==> config.mk <==
export PLATFORM = sky130hd
export DESIGN_NAME = hall_tachometer_top
export DESIGN_NICKNAME = d
export VERILOG_FILES = /design/src/sv/htach_pkg.sv /design/src/sv/htach_gap_serial.sv /design/src/sv/htach_div_serial.sv /design/src/sv/hall_tachometer_top.sv
export SDC_FILE = /design/constraint.sdc
export NUM_CORES = 2
export LEC_CHECK = 0
export BUFFER_PORTS_ARGS = -buffer_cell sky130_fd_sc_hd__clkbuf_2
export CAP_MARGIN = 30
export CORE_ASPECT_RATIO = 1.1
export CORE_MARGIN = 10
export CORE_UTILIZATION = 45
export DETAILED_ROUTE_END_ITERATION = 8
export PLACE_DENSITY = 0.65
export SYNTH_ARGS = -nofsm -noshare
export SYNTH_HDL_FRONTEND = slang
export SYNTH_SLANG_ARGS = --single-unit
==> constraint.sdc <==
create_clock -name clk_i -period 12.2 [get_ports clk_i]
set_input_delay 1.22 -clock clk_i [delete_from_list [all_inputs] [get_ports clk_i]]
set_output_delay 1.22 -clock clk_i [all_outputs]
set_load 0.005 [all_outputs]
==> src/sv/htach_pkg.sv <==
// Shared constants and types of the Hall tachometer.
package htach_pkg;

  localparam int unsigned TIME_W     = 64;
  localparam int unsigned RAW_W      = 12;
  localparam int unsigned MIN_W      = 20;
  localparam int unsigned TO_MS_W    = 16;
  localparam int unsigned TO_US_W    = 26;
  localparam int unsigned PPR_W      = 8;
  localparam int unsigned STAT_W     = 16;
  localparam int unsigned PERIOD_W   = 32;
  localparam int unsigned TURN_W     = 32;
  localparam int unsigned RPM_W      = 26;
  localparam int unsigned CFG_IDX_W  = 3;
  localparam int unsigned CFG_DATA_W = 20;
  localparam int unsigned DIV_W      = PERIOD_W + PPR_W;

  // Digit-serial subtractor geometry.
  localparam int unsigned DIGIT_W    = 4;
  localparam int unsigned NUM_DIGITS = TIME_W / DIGIT_W;
  localparam int unsigned GAP_CNT_W  = $clog2(NUM_DIGITS);
  localparam int unsigned LO_DIGITS  = PERIOD_W / DIGIT_W;
  localparam int unsigned TO_SR_W    = ((TO_US_W + DIGIT_W - 1) / DIGIT_W) * DIGIT_W;
  localparam int unsigned MIN_SR_W   = ((MIN_W + DIGIT_W - 1) / DIGIT_W) * DIGIT_W;

  // Bit-serial divider geometry.
  localparam int unsigned DIV_CNT_W  = $clog2(RPM_W);

  localparam logic [RPM_W-1:0]   RPM_NUMERATOR = RPM_W'(60000000);
  localparam logic [9:0]         US_PER_MS     = 10'd1000;

  // Configuration register indexes.
  typedef enum logic [CFG_IDX_W-1:0] {
    REG_TH_HIGH  = 3'd0,
    REG_TH_LOW   = 3'd1,
    REG_MIN_SP   = 3'd2,
    REG_TIMEOUT  = 3'd3,
    REG_PPR      = 3'd4,
    REG_STAT_RPM = 3'd5
  } htach_reg_e;

  // Status of the gap unit after a full pass over the timestamp.
  typedef struct packed {
    logic                done;
    logic                gt_timeout;
    logic                lt_min;
    logic [PERIOD_W-1:0] gap_lo;
  } htach_gap_t;

endpackage

==> src/sv/htach_gap_serial.sv <==
// Digit-serial timestamp subtractor with serial magnitude compares.
module htach_gap_serial (
  input  logic                             clk_i,
  input  logic                             rst_ni,
  input  logic                             start_i,
  input  logic [htach_pkg::TIME_W-1:0]     now_i,
  input  logic [htach_pkg::TIME_W-1:0]     last_i,
  input  logic [htach_pkg::TO_US_W-1:0]    timeout_us_i,
  input  logic [htach_pkg::MIN_W-1:0]      min_sp_i,
  output htach_pkg::htach_gap_t            gap_o
);
  import htach_pkg::*;

  logic [TIME_W-1:0]    now_q, last_q;
  logic [TO_SR_W-1:0]   to_q;
  logic [MIN_SR_W-1:0]  min_q;
  logic [PERIOD_W-1:0]  gap_q;
  logic                 borrow_q, gt_q, lt_q;
  logic                 busy_q, done_q;
  logic [GAP_CNT_W-1:0] cnt_q;

  logic [DIGIT_W:0]     diff;
  logic [DIGIT_W-1:0]   g, dt, dm;

  always_comb begin
    diff = {1'b0, now_q[DIGIT_W-1:0]} - {1'b0, last_q[DIGIT_W-1:0]}
         - {{DIGIT_W{1'b0}}, borrow_q};
    g    = diff[DIGIT_W-1:0];
    dt   = to_q[DIGIT_W-1:0];
    dm   = min_q[DIGIT_W-1:0];
  end

  always_ff @(posedge clk_i or negedge rst_ni) begin
    if (!rst_ni) begin
      busy_q <= 1'b0;
      done_q <= 1'b0;
      cnt_q  <= '0;
    end else if (start_i) begin
      busy_q <= 1'b1;
      done_q <= 1'b0;
      cnt_q  <= '0;
    end else if (busy_q) begin
      cnt_q <= cnt_q + 1'b1;
      if (cnt_q == GAP_CNT_W'(NUM_DIGITS - 1)) begin
        busy_q <= 1'b0;
        done_q <= 1'b1;
      end
    end else begin
      done_q <= 1'b0;
    end
  end

  always_ff @(posedge clk_i) begin
    if (start_i) begin
      now_q    <= now_i;
      last_q   <= last_i;
      to_q     <= TO_SR_W'(timeout_us_i);
      min_q    <= MIN_SR_W'(min_sp_i);
      borrow_q <= 1'b0;
      gt_q     <= 1'b0;
      lt_q     <= 1'b0;
    end else if (busy_q) begin
      now_q    <= {{DIGIT_W{1'b0}}, now_q[TIME_W-1:DIGIT_W]};
      last_q   <= {{DIGIT_W{1'b0}}, last_q[TIME_W-1:DIGIT_W]};
      to_q     <= {{DIGIT_W{1'b0}}, to_q[TO_SR_W-1:DIGIT_W]};
      min_q    <= {{DIGIT_W{1'b0}}, min_q[MIN_SR_W-1:DIGIT_W]};
      borrow_q <= diff[DIGIT_W];
      // A higher digit overrides the verdict of the lower ones.
      gt_q     <= (g > dt) | ((g == dt) & gt_q);
      lt_q     <= (g < dm) | ((g == dm) & lt_q);
      if (cnt_q < GAP_CNT_W'(LO_DIGITS)) begin
        gap_q <= {g, gap_q[PERIOD_W-1:DIGIT_W]};
      end
    end
  end

  assign gap_o.done       = done_q;
  assign gap_o.gt_timeout = gt_q;
  assign gap_o.lt_min     = lt_q;
  assign gap_o.gap_lo     = gap_q;

endmodule

==> src/sv/htach_div_serial.sv <==
// Bit-serial restoring divider for the constant rpm numerator.
module htach_div_serial (
  input  logic                           clk_i,
  input  logic                           rst_ni,
  input  logic                           start_i,
  input  logic [htach_pkg::DIV_W-1:0]    divisor_i,
  output logic                           done_o,
  output logic [htach_pkg::RPM_W-1:0]    quot_o
);
  import htach_pkg::*;

  logic [DIV_W-1:0]     div_q;
  logic [RPM_W-1:0]     num_q, rem_q, quot_q;
  logic [DIV_CNT_W-1:0] cnt_q;
  logic                 busy_q, done_q;

  logic [RPM_W:0]       rem_sh, rem_sub;
  logic                 ge;

  always_comb begin
    rem_sh  = {rem_q, num_q[RPM_W-1]};
    ge      = DIV_W'(rem_sh) >= div_q;
    rem_sub = rem_sh - div_q[RPM_W:0];
  end

  always_ff @(posedge clk_i or negedge rst_ni) begin
    if (!rst_ni) begin
      busy_q <= 1'b0;
      done_q <= 1'b0;
      cnt_q  <= '0;
    end else if (start_i) begin
      busy_q <= 1'b1;
      done_q <= 1'b0;
      cnt_q  <= '0;
    end else if (busy_q) begin
      cnt_q <= cnt_q + 1'b1;
      if (cnt_q == DIV_CNT_W'(RPM_W - 1)) begin
        busy_q <= 1'b0;
        done_q <= 1'b1;
      end
    end else begin
      done_q <= 1'b0;
    end
  end

  always_ff @(posedge clk_i) begin
    if (start_i) begin
      div_q  <= divisor_i;
      num_q  <= RPM_NUMERATOR;
      rem_q  <= '0;
      quot_q <= '0;
    end else if (busy_q) begin
      num_q  <= {num_q[RPM_W-2:0], 1'b0};
      rem_q  <= ge ? rem_sub[RPM_W-1:0] : rem_sh[RPM_W-1:0];
      quot_q <= {quot_q[RPM_W-2:0], ge};
    end
  end

  assign done_o = done_q;
  assign quot_o = quot_q;

endmodule

==> src/sv/hall_tachometer_top.sv <==
// Top level of the Hall tachometer: comparator, edge bookkeeping and rpm.
//
//   Channel   Direction  Handshake                  Payload
//   in        sink       in_valid_i / in_stall_o    kind_i, sample_raw_i, time_us_i
//   out       source     out_valid_o / out_stall_i  rpm_o, turns_since_reset_o,
//                                                    level_high_o, stationary_o
//   cfg       sink       cfg_we_i                   cfg_idx_i, cfg_wdata_i
//
// One transaction is in flight at a time. An accepted input passes through
// ST_GAP, where the 4-bit digit-serial timestamp subtractor runs, ST_UPD,
// ST_MUL and ST_DIV, where the bit-serial divider forms one quotient bit of
// the rpm per cycle, then ST_DONE; a new input is taken only back in ST_IDLE.
// Reset is asynchronous and active low; it loads the register defaults and
// clears the comparator, edge, period and turn state.
// A finished result waits in the output register while out_stall_i is high;
// the next input is still accepted during that wait.
module hall_tachometer_top (
  input  logic                              clk_i,
  input  logic                              rst_ni,
  // Configuration write port.
  input  logic                              cfg_we_i,
  input  logic [htach_pkg::CFG_IDX_W-1:0]   cfg_idx_i,
  input  logic [htach_pkg::CFG_DATA_W-1:0]  cfg_wdata_i,
  // Input channel.
  input  logic                              in_valid_i,
  output logic                              in_stall_o,
  input  logic                              kind_i,
  input  logic [htach_pkg::RAW_W-1:0]       sample_raw_i,
  input  logic [htach_pkg::TIME_W-1:0]      time_us_i,
  // Output channel.
  output logic                              out_valid_o,
  input  logic                              out_stall_i,
  output logic [htach_pkg::RPM_W-1:0]       rpm_o,
  output logic [htach_pkg::TURN_W-1:0]      turns_since_reset_o,
  output logic                              level_high_o,
  output logic                              stationary_o
);
  import htach_pkg::*;

  // Sequencer states, one-hot.
  typedef enum logic [5:0] {
    ST_IDLE = 6'b000001,
    ST_GAP  = 6'b000010,
    ST_UPD  = 6'b000100,
    ST_MUL  = 6'b001000,
    ST_DIV  = 6'b010000,
    ST_DONE = 6'b100000
  } htach_state_e;

  htach_state_e state_q, state_d;

  // Configuration registers.
  logic [RAW_W-1:0]   th_hi_q, th_lo_q;
  logic [MIN_W-1:0]   min_sp_q;
  logic [TO_MS_W-1:0] to_ms_q;
  logic [PPR_W-1:0]   ppr_q;
  logic [STAT_W-1:0]  stat_q;

  // Architectural state.
  logic                cmp_q, edge_seen_q;
  logic [TIME_W-1:0]   last_edge_q;
  logic [PERIOD_W-1:0] period_q;
  logic [TURN_W-1:0]   turn_total_q, turn_offset_q;

  // Captured transaction and intermediate results.
  logic                kind_q;
  logic [RAW_W-1:0]    raw_q;
  logic [TIME_W-1:0]   now_q;
  logic                zero_q;

  // Output register.
  logic                out_valid_q;
  logic [RPM_W-1:0]    rpm_q;
  logic [TURN_W-1:0]   turns_q;
  logic                level_q, stat_flag_q;

  logic                in_acc, out_free;
  logic [TO_US_W-1:0]  timeout_us;
  htach_gap_t          gap;
  logic [DIV_W-1:0]    divisor;
  logic                div_start, div_done;
  logic [RPM_W-1:0]    quot;
  logic [RPM_W-1:0]    rpm_val;

  // Update decisions made once the gap is known.
  logic                rising, falling, edge_taken, timed_out;
  logic [PERIOD_W-1:0] period_new, period_eff;
  logic                edge_seen_new;

  assign in_acc     = (state_q == ST_IDLE) && in_valid_i;
  assign in_stall_o = (state_q != ST_IDLE);
  assign out_free   = !out_valid_q || !out_stall_i;

  // Timeout in microseconds; the millisecond register stays below 2^16 so the
  // product fits in 26 bits.
  assign timeout_us = {{(TO_US_W-TO_MS_W){1'b0}}, to_ms_q}
                    * {{(TO_US_W-10){1'b0}}, US_PER_MS};

  htach_gap_serial u_gap (
    .clk_i        (clk_i),
    .rst_ni       (rst_ni),
    .start_i      (in_acc),
    .now_i        (time_us_i),
    .last_i       (last_edge_q),
    .timeout_us_i (timeout_us),
    .min_sp_i     (min_sp_q),
    .gap_o        (gap)
  );

  // The divisor comes from the updated period, so it is formed in the cycle after
  // the state update and registered inside the divider.
  assign divisor   = {{PPR_W{1'b0}}, period_q} * {{PERIOD_W{1'b0}}, ppr_q};
  assign div_start = (state_q == ST_MUL);

  htach_div_serial u_div (
    .clk_i     (clk_i),
    .rst_ni    (rst_ni),
    .start_i   (div_start),
    .divisor_i (divisor),
    .done_o    (div_done),
    .quot_o    (quot)
  );

  // Rising edge: the comparator is low and the sample reaches the high
  // threshold. The first edge ever is taken with no period. An edge after a
  // gap beyond the timeout restarts with no period. Otherwise a gap below the
  // minimum spacing is bounce and is dropped.
  always_comb begin
    rising        = !kind_q && !cmp_q && (raw_q >= th_hi_q);
    falling       = !kind_q && cmp_q && (raw_q <= th_lo_q);
    edge_taken    = rising && (!edge_seen_q || gap.gt_timeout || !gap.lt_min);
    period_new    = (!edge_seen_q || gap.gt_timeout) ? '0 : gap.gap_lo;
    period_eff    = edge_taken ? period_new : period_q;
    edge_seen_new = edge_seen_q || edge_taken;
    // After an accepted edge the gap to the new edge time is zero, which never
    // exceeds the timeout.
    timed_out     = !edge_taken && gap.gt_timeout;
  end

  always_comb begin
    state_d = state_q;
    unique case (state_q)
      ST_IDLE: if (in_valid_i) state_d = ST_GAP;
      ST_GAP:  if (gap.done) state_d = ST_UPD;
      ST_UPD:  state_d = ST_MUL;
      ST_MUL:  state_d = ST_DIV;
      ST_DIV:  if (div_done) state_d = ST_DONE;
      ST_DONE: if (out_free) state_d = ST_IDLE;
      default: state_d = ST_IDLE;
    endcase
  end

  always_ff @(posedge clk_i or negedge rst_ni) begin
    if (!rst_ni) begin
      state_q <= ST_IDLE;
    end else begin
      state_q <= state_d;
    end
  end

  // Configuration writes; indexes beyond the register list are ignored.
  always_ff @(posedge clk_i or negedge rst_ni) begin
    if (!rst_ni) begin
      th_hi_q  <= RAW_W'(2500);
      th_lo_q  <= RAW_W'(1500);
      min_sp_q <= MIN_W'(1000);
      to_ms_q  <= TO_MS_W'(2000);
      ppr_q    <= PPR_W'(1);
      stat_q   <= STAT_W'(50);
    end else if (cfg_we_i) begin
      unique case (cfg_idx_i)
        REG_TH_HIGH:  th_hi_q  <= cfg_wdata_i[RAW_W-1:0];
        REG_TH_LOW:   th_lo_q  <= cfg_wdata_i[RAW_W-1:0];
        REG_MIN_SP:   min_sp_q <= cfg_wdata_i[MIN_W-1:0];
        REG_TIMEOUT:  to_ms_q  <= cfg_wdata_i[TO_MS_W-1:0];
        REG_PPR:      ppr_q    <= cfg_wdata_i[PPR_W-1:0];
        REG_STAT_RPM: stat_q   <= cfg_wdata_i[STAT_W-1:0];
        default: ;
      endcase
    end
  end

  // Comparator, edge and turn state change in the single update cycle.
  always_ff @(posedge clk_i or negedge rst_ni) begin
    if (!rst_ni) begin
      cmp_q         <= 1'b0;
      edge_seen_q   <= 1'b0;
      last_edge_q   <= '0;
      period_q      <= '0;
      turn_total_q  <= '0;
      turn_offset_q <= '0;
    end else if (state_q == ST_UPD) begin
      if (rising) begin
        cmp_q <= 1'b1;
      end else if (falling) begin
        cmp_q <= 1'b0;
      end
      if (edge_taken) begin
        turn_total_q <= turn_total_q + 1'b1;
        edge_seen_q  <= 1'b1;
        last_edge_q  <= now_q;
        period_q     <= period_new;
      end
      if (kind_q) begin
        turn_offset_q <= turn_total_q;
      end
    end
  end

  // Captured transaction and the forced-zero verdict for the rpm.
  always_ff @(posedge clk_i) begin
    if (in_acc) begin
      kind_q <= kind_i;
      raw_q  <= sample_raw_i;
      now_q  <= time_us_i;
    end
    if (state_q == ST_UPD) begin
      zero_q <= !edge_seen_new || (period_eff == '0) || timed_out || (ppr_q == '0);
    end
  end

  assign rpm_val = zero_q ? '0 : quot;

  always_ff @(posedge clk_i or negedge rst_ni) begin
    if (!rst_ni) begin
      out_valid_q <= 1'b0;
    end else if (out_free) begin
      out_valid_q <= (state_q == ST_DONE);
    end
  end

  always_ff @(posedge clk_i) begin
    if (out_free && (state_q == ST_DONE)) begin
      rpm_q       <= rpm_val;
      turns_q     <= turn_total_q - turn_offset_q;
      level_q     <= cmp_q;
      stat_flag_q <= {{(RPM_W-STAT_W){1'b0}}, stat_q} > rpm_val;
    end
  end

  assign out_valid_o         = out_valid_q;
  assign rpm_o               = rpm_q;
  assign turns_since_reset_o = turns_q;
  assign level_high_o        = level_q;
  assign stationary_o        = stat_flag_q;

endmodule

==> impl_metrics.toml <==
[outcome]
status = "finished, final reports clean"

[route]
vias_per_cell = 5.09
drcViolationCount = 0
drt-initial-drc-count = 2004
dr.pass1.iters = 6
wirelength_mm = 91.0
num_vias = 27593
routedWlPerCell_um = 16.8
drtAntennaViolNets = 0

[clock_tree]
cts-root-buf = "clkbuf_16"
tritoncts = "done"
cts_hold_buf = 0
clk_pin_slew_ns = 0.06
post_cts_buffers = 0
cts_resized = 0
cts_sinks = 723
clk_path_buf_depth = 3
cts_buffers = 80
insertion_delay_ns = 0.67
ctsHtreeMaxLevel = 3

[power]
peakVddDrop_v = 0.000230
p_leak_nw = 22.0
powerDensity_nw_per_um2 = 224
power_mw = 10.5

[critical_path]
critPathSlowestCell = "dfrtp_1"
path_cells = "and2_1, fa_1, fa_1, fa_1, fa_1, ha_1, a21o_1, a21o_1, a221oi_1, a21oi_1, or2_2, and4_1, o41ai_1, xnor2_1"
required_ns = 12.58
cpMostUsedCell = "fa_1"
end_kind = "flop"
cp_max_fo = 34
path_buf_inv = 0
slowest_delay_ns = 1.04
critPathKind = "reg -> reg"
critical-path-top-delay-family = "adder cells"
worstSetupStartpointType = "flop"
worstPathArrival_ns = 6.51

[finish]
final_common_cell = "nand2_1"
nets = 4671
layout_common_cells = "nand2_1 (852), inv_1 (396), edfxtp_1 (381), fa_1 (238), dfrtp_1 (236)"
area_growth_pct = 11.8
drive_gt1_frac = 0.115
antenna_cells = 0
fin_area_um2 = 46900

[placed_design]
place.gp.congestion = 0.830
pre_cts_slack_ns = 6.26
dp_hpwl_mm = 64.0
port_buffers = 166
dpl_cell_area_um2 = 44000

[floorplanning]
core-area_um2 = 92500
die_h_um = 340
fp.dieW_um = 311
core.rowCount = 117
start_util = 0.453
ios = 167
die_area_um2 = 106000

[sta]
rsz0062_at_grt = "no"
fmax_ghz = 0.163
setup_viol = 0
fin_crit_ns = 6.13
post-route-period-util = 0.503
fin_worst_skew_ns = 0.0412
slew-limit-headroom = 0.272
fin_setup_tns_ns = 0
fin_ws_ns = 6.07
worst_slew_pin_slew_ns = 1.09
slew_violations = 0
hold_viol = 0

[job]
cap_violations = 0

[grt]
grt_max_degree = 159
grt_pass1_wl_mm = 151
grt.overflow.total = 0
grt_antenna_before_repair = 8
first_global_vias = 28491
grt.total_usage = 0.173

[synth]
synth_area_per_cell_um2 = 10.5
ys.flop_type = "edfxtp_1"
ys_async_sr_fraction = 0.368
synthMuxAreaShare = 0.0415
yosys.area_share.simple = 0.163
yosysUniqueCellTypes = 68
syn_area_um2 = 41900
synth-xor-area-share = 0.0299
synth_compound_area_frac = 0.0648
synth_nets = 4557
netlist_instances = 3986
yosysWarnings = 0
synthAdderAreaFrac = 0.182
ys_seq_elements = 723
synth_top_family_by_area = "adder cells"
seq_area_frac_synth = 0.469
synth_edf_count = 381

[hold_path]
hold_path.class = "reg -> reg"
==> metal layers <==
metal,vias up,track usage,part of all wire
li1,13448,-,-
met5,-,0,0.00068
met1,13522,0.227,0.45
met2,469,0.287,0.47
met4,8,0.0523,0.024
met3,146,0.0362,0.052
==> cells by family after synthesis <==
group,Yosys count
muxes,162
buffers and inverters,566
AOI/OAI and AO/OA,436
xor gates and xnor gates,143
DFF,723
adders and majority gates,466
and+or+nand+nor,1490
==> worst register-to-register path, stage by stage, from the launching register on <==
cell and delay [ns]:
dfrtp_1 1.04, and2_1 0.28, fa_1 0.45, fa_1 0.52
fa_1 0.52, fa_1 0.50, ha_1 0.39, a21o_1 0.20
a21o_1 0.17, a221oi_1 0.53, a21oi_1 0.21, or2_2 0.32
and4_1 0.23, o41ai_1 0.41, xnor2_1 0.11
==> cell usage after synthesis (15+ instances only) <==
library cell  instances  area (um^2)
nand2_1             854         3210
inv_1               398         1490
edfxtp_1            381        11400
fa_1                238         4760
dfrtp_1             237         5930
ha_1                228         2850
and2_1              215         1350
clkbuf_1            140          526
nor2_1              127          477
a21oi_1             126          631
o21ai_0             118          591
xnor2_1             106          928
mux2_2               94         1060
nand3_1              83          415
dfxtp_1              76         1520
mux2i_1              68          681
a21o_1               48          360
nand2b_1             41          257
xor2_1               37          324
nand4_1              34          213
dfstp_2              29          762
nor4_1               27          169
nor2b_1              26          163
o21a_1               23          173
a211oi_1             22          165
nor3_1               21          105
o211ai_1             21          158
buf_1                19         71.3
and3_1               15         93.8
==> flip-flops by register name (all words and copies together) (netlist names), 16 cells and up, named ones only <==
register and cells:
u_div.quot_o 26, period_q 32, u_gap.to_q 26, u_div.num_q 18, u_div.rem_q 26, u_div.div_q 40
stat_q 16, rpm_o 26, u_gap.min_q 20, turn_total_q 32, u_gap.now_q 64, min_sp_q 20
u_gap.gap_q 32, turns_since_reset_o 32, now_q 64, to_ms_q 16, turn_offset_q 32, last_edge_q 64
u_gap.last_q 64
==> where the power goes <==
| part | switching [mW] | internal, mW |
|---|---|---|
| combinational | 2.42 | 1.76 |
| clock | 1.04 | 1.46 |
| sequential | 0.373 | 3.44 |
| total | 3.84 | 6.66 |
==> area by class of cell <==
type,count,area [um^2]
clock inverters,42,492
clock buffers,108,2270
well taps,1249,1560
fillers,8437,45600
inverters,398,1500
repair buffers,200,1170
flip-flops and latches,723,19700
multi-input cells,2697,20200
==> final timing paths <==
check | slack (ns) | cells after the start | start | end
worst max-delay path | 6.07 | 14 | ppr_q[6] | u_div.div_q[33]
worst min-delay path | 0.44 | 2 | now_q[43] | last_edge_q[43]
worst max register to register | 6.07 | 14 | ppr_q[6] | u_div.div_q[33]
worst min register to register | 0.44 | 2 | now_q[43] | last_edge_q[43]
max in group asynchronous | 9.42 | 3 | rst_ni | u_div.busy_q
min in group asynchronous | 0.53 | 1 | rst_ni | turn_total_q[31]
==> per-stage QoR <==
stage / utilization / instances / hold slack [ns]
3_5_place_dp: 0.476 / 5263 / 0.428
2_1_floorplan: - / 3986 / 0.422
3_3_place_gp: 0.476 / 5260 / 0.424
6_report: 0.507 / 5417 / 0.443
5_1_grt: 0.507 / 5417 / 0.450
4_1_cts: 0.506 / 5413 / 0.443
No activity file was read; power rests on OpenSTA's default activity.
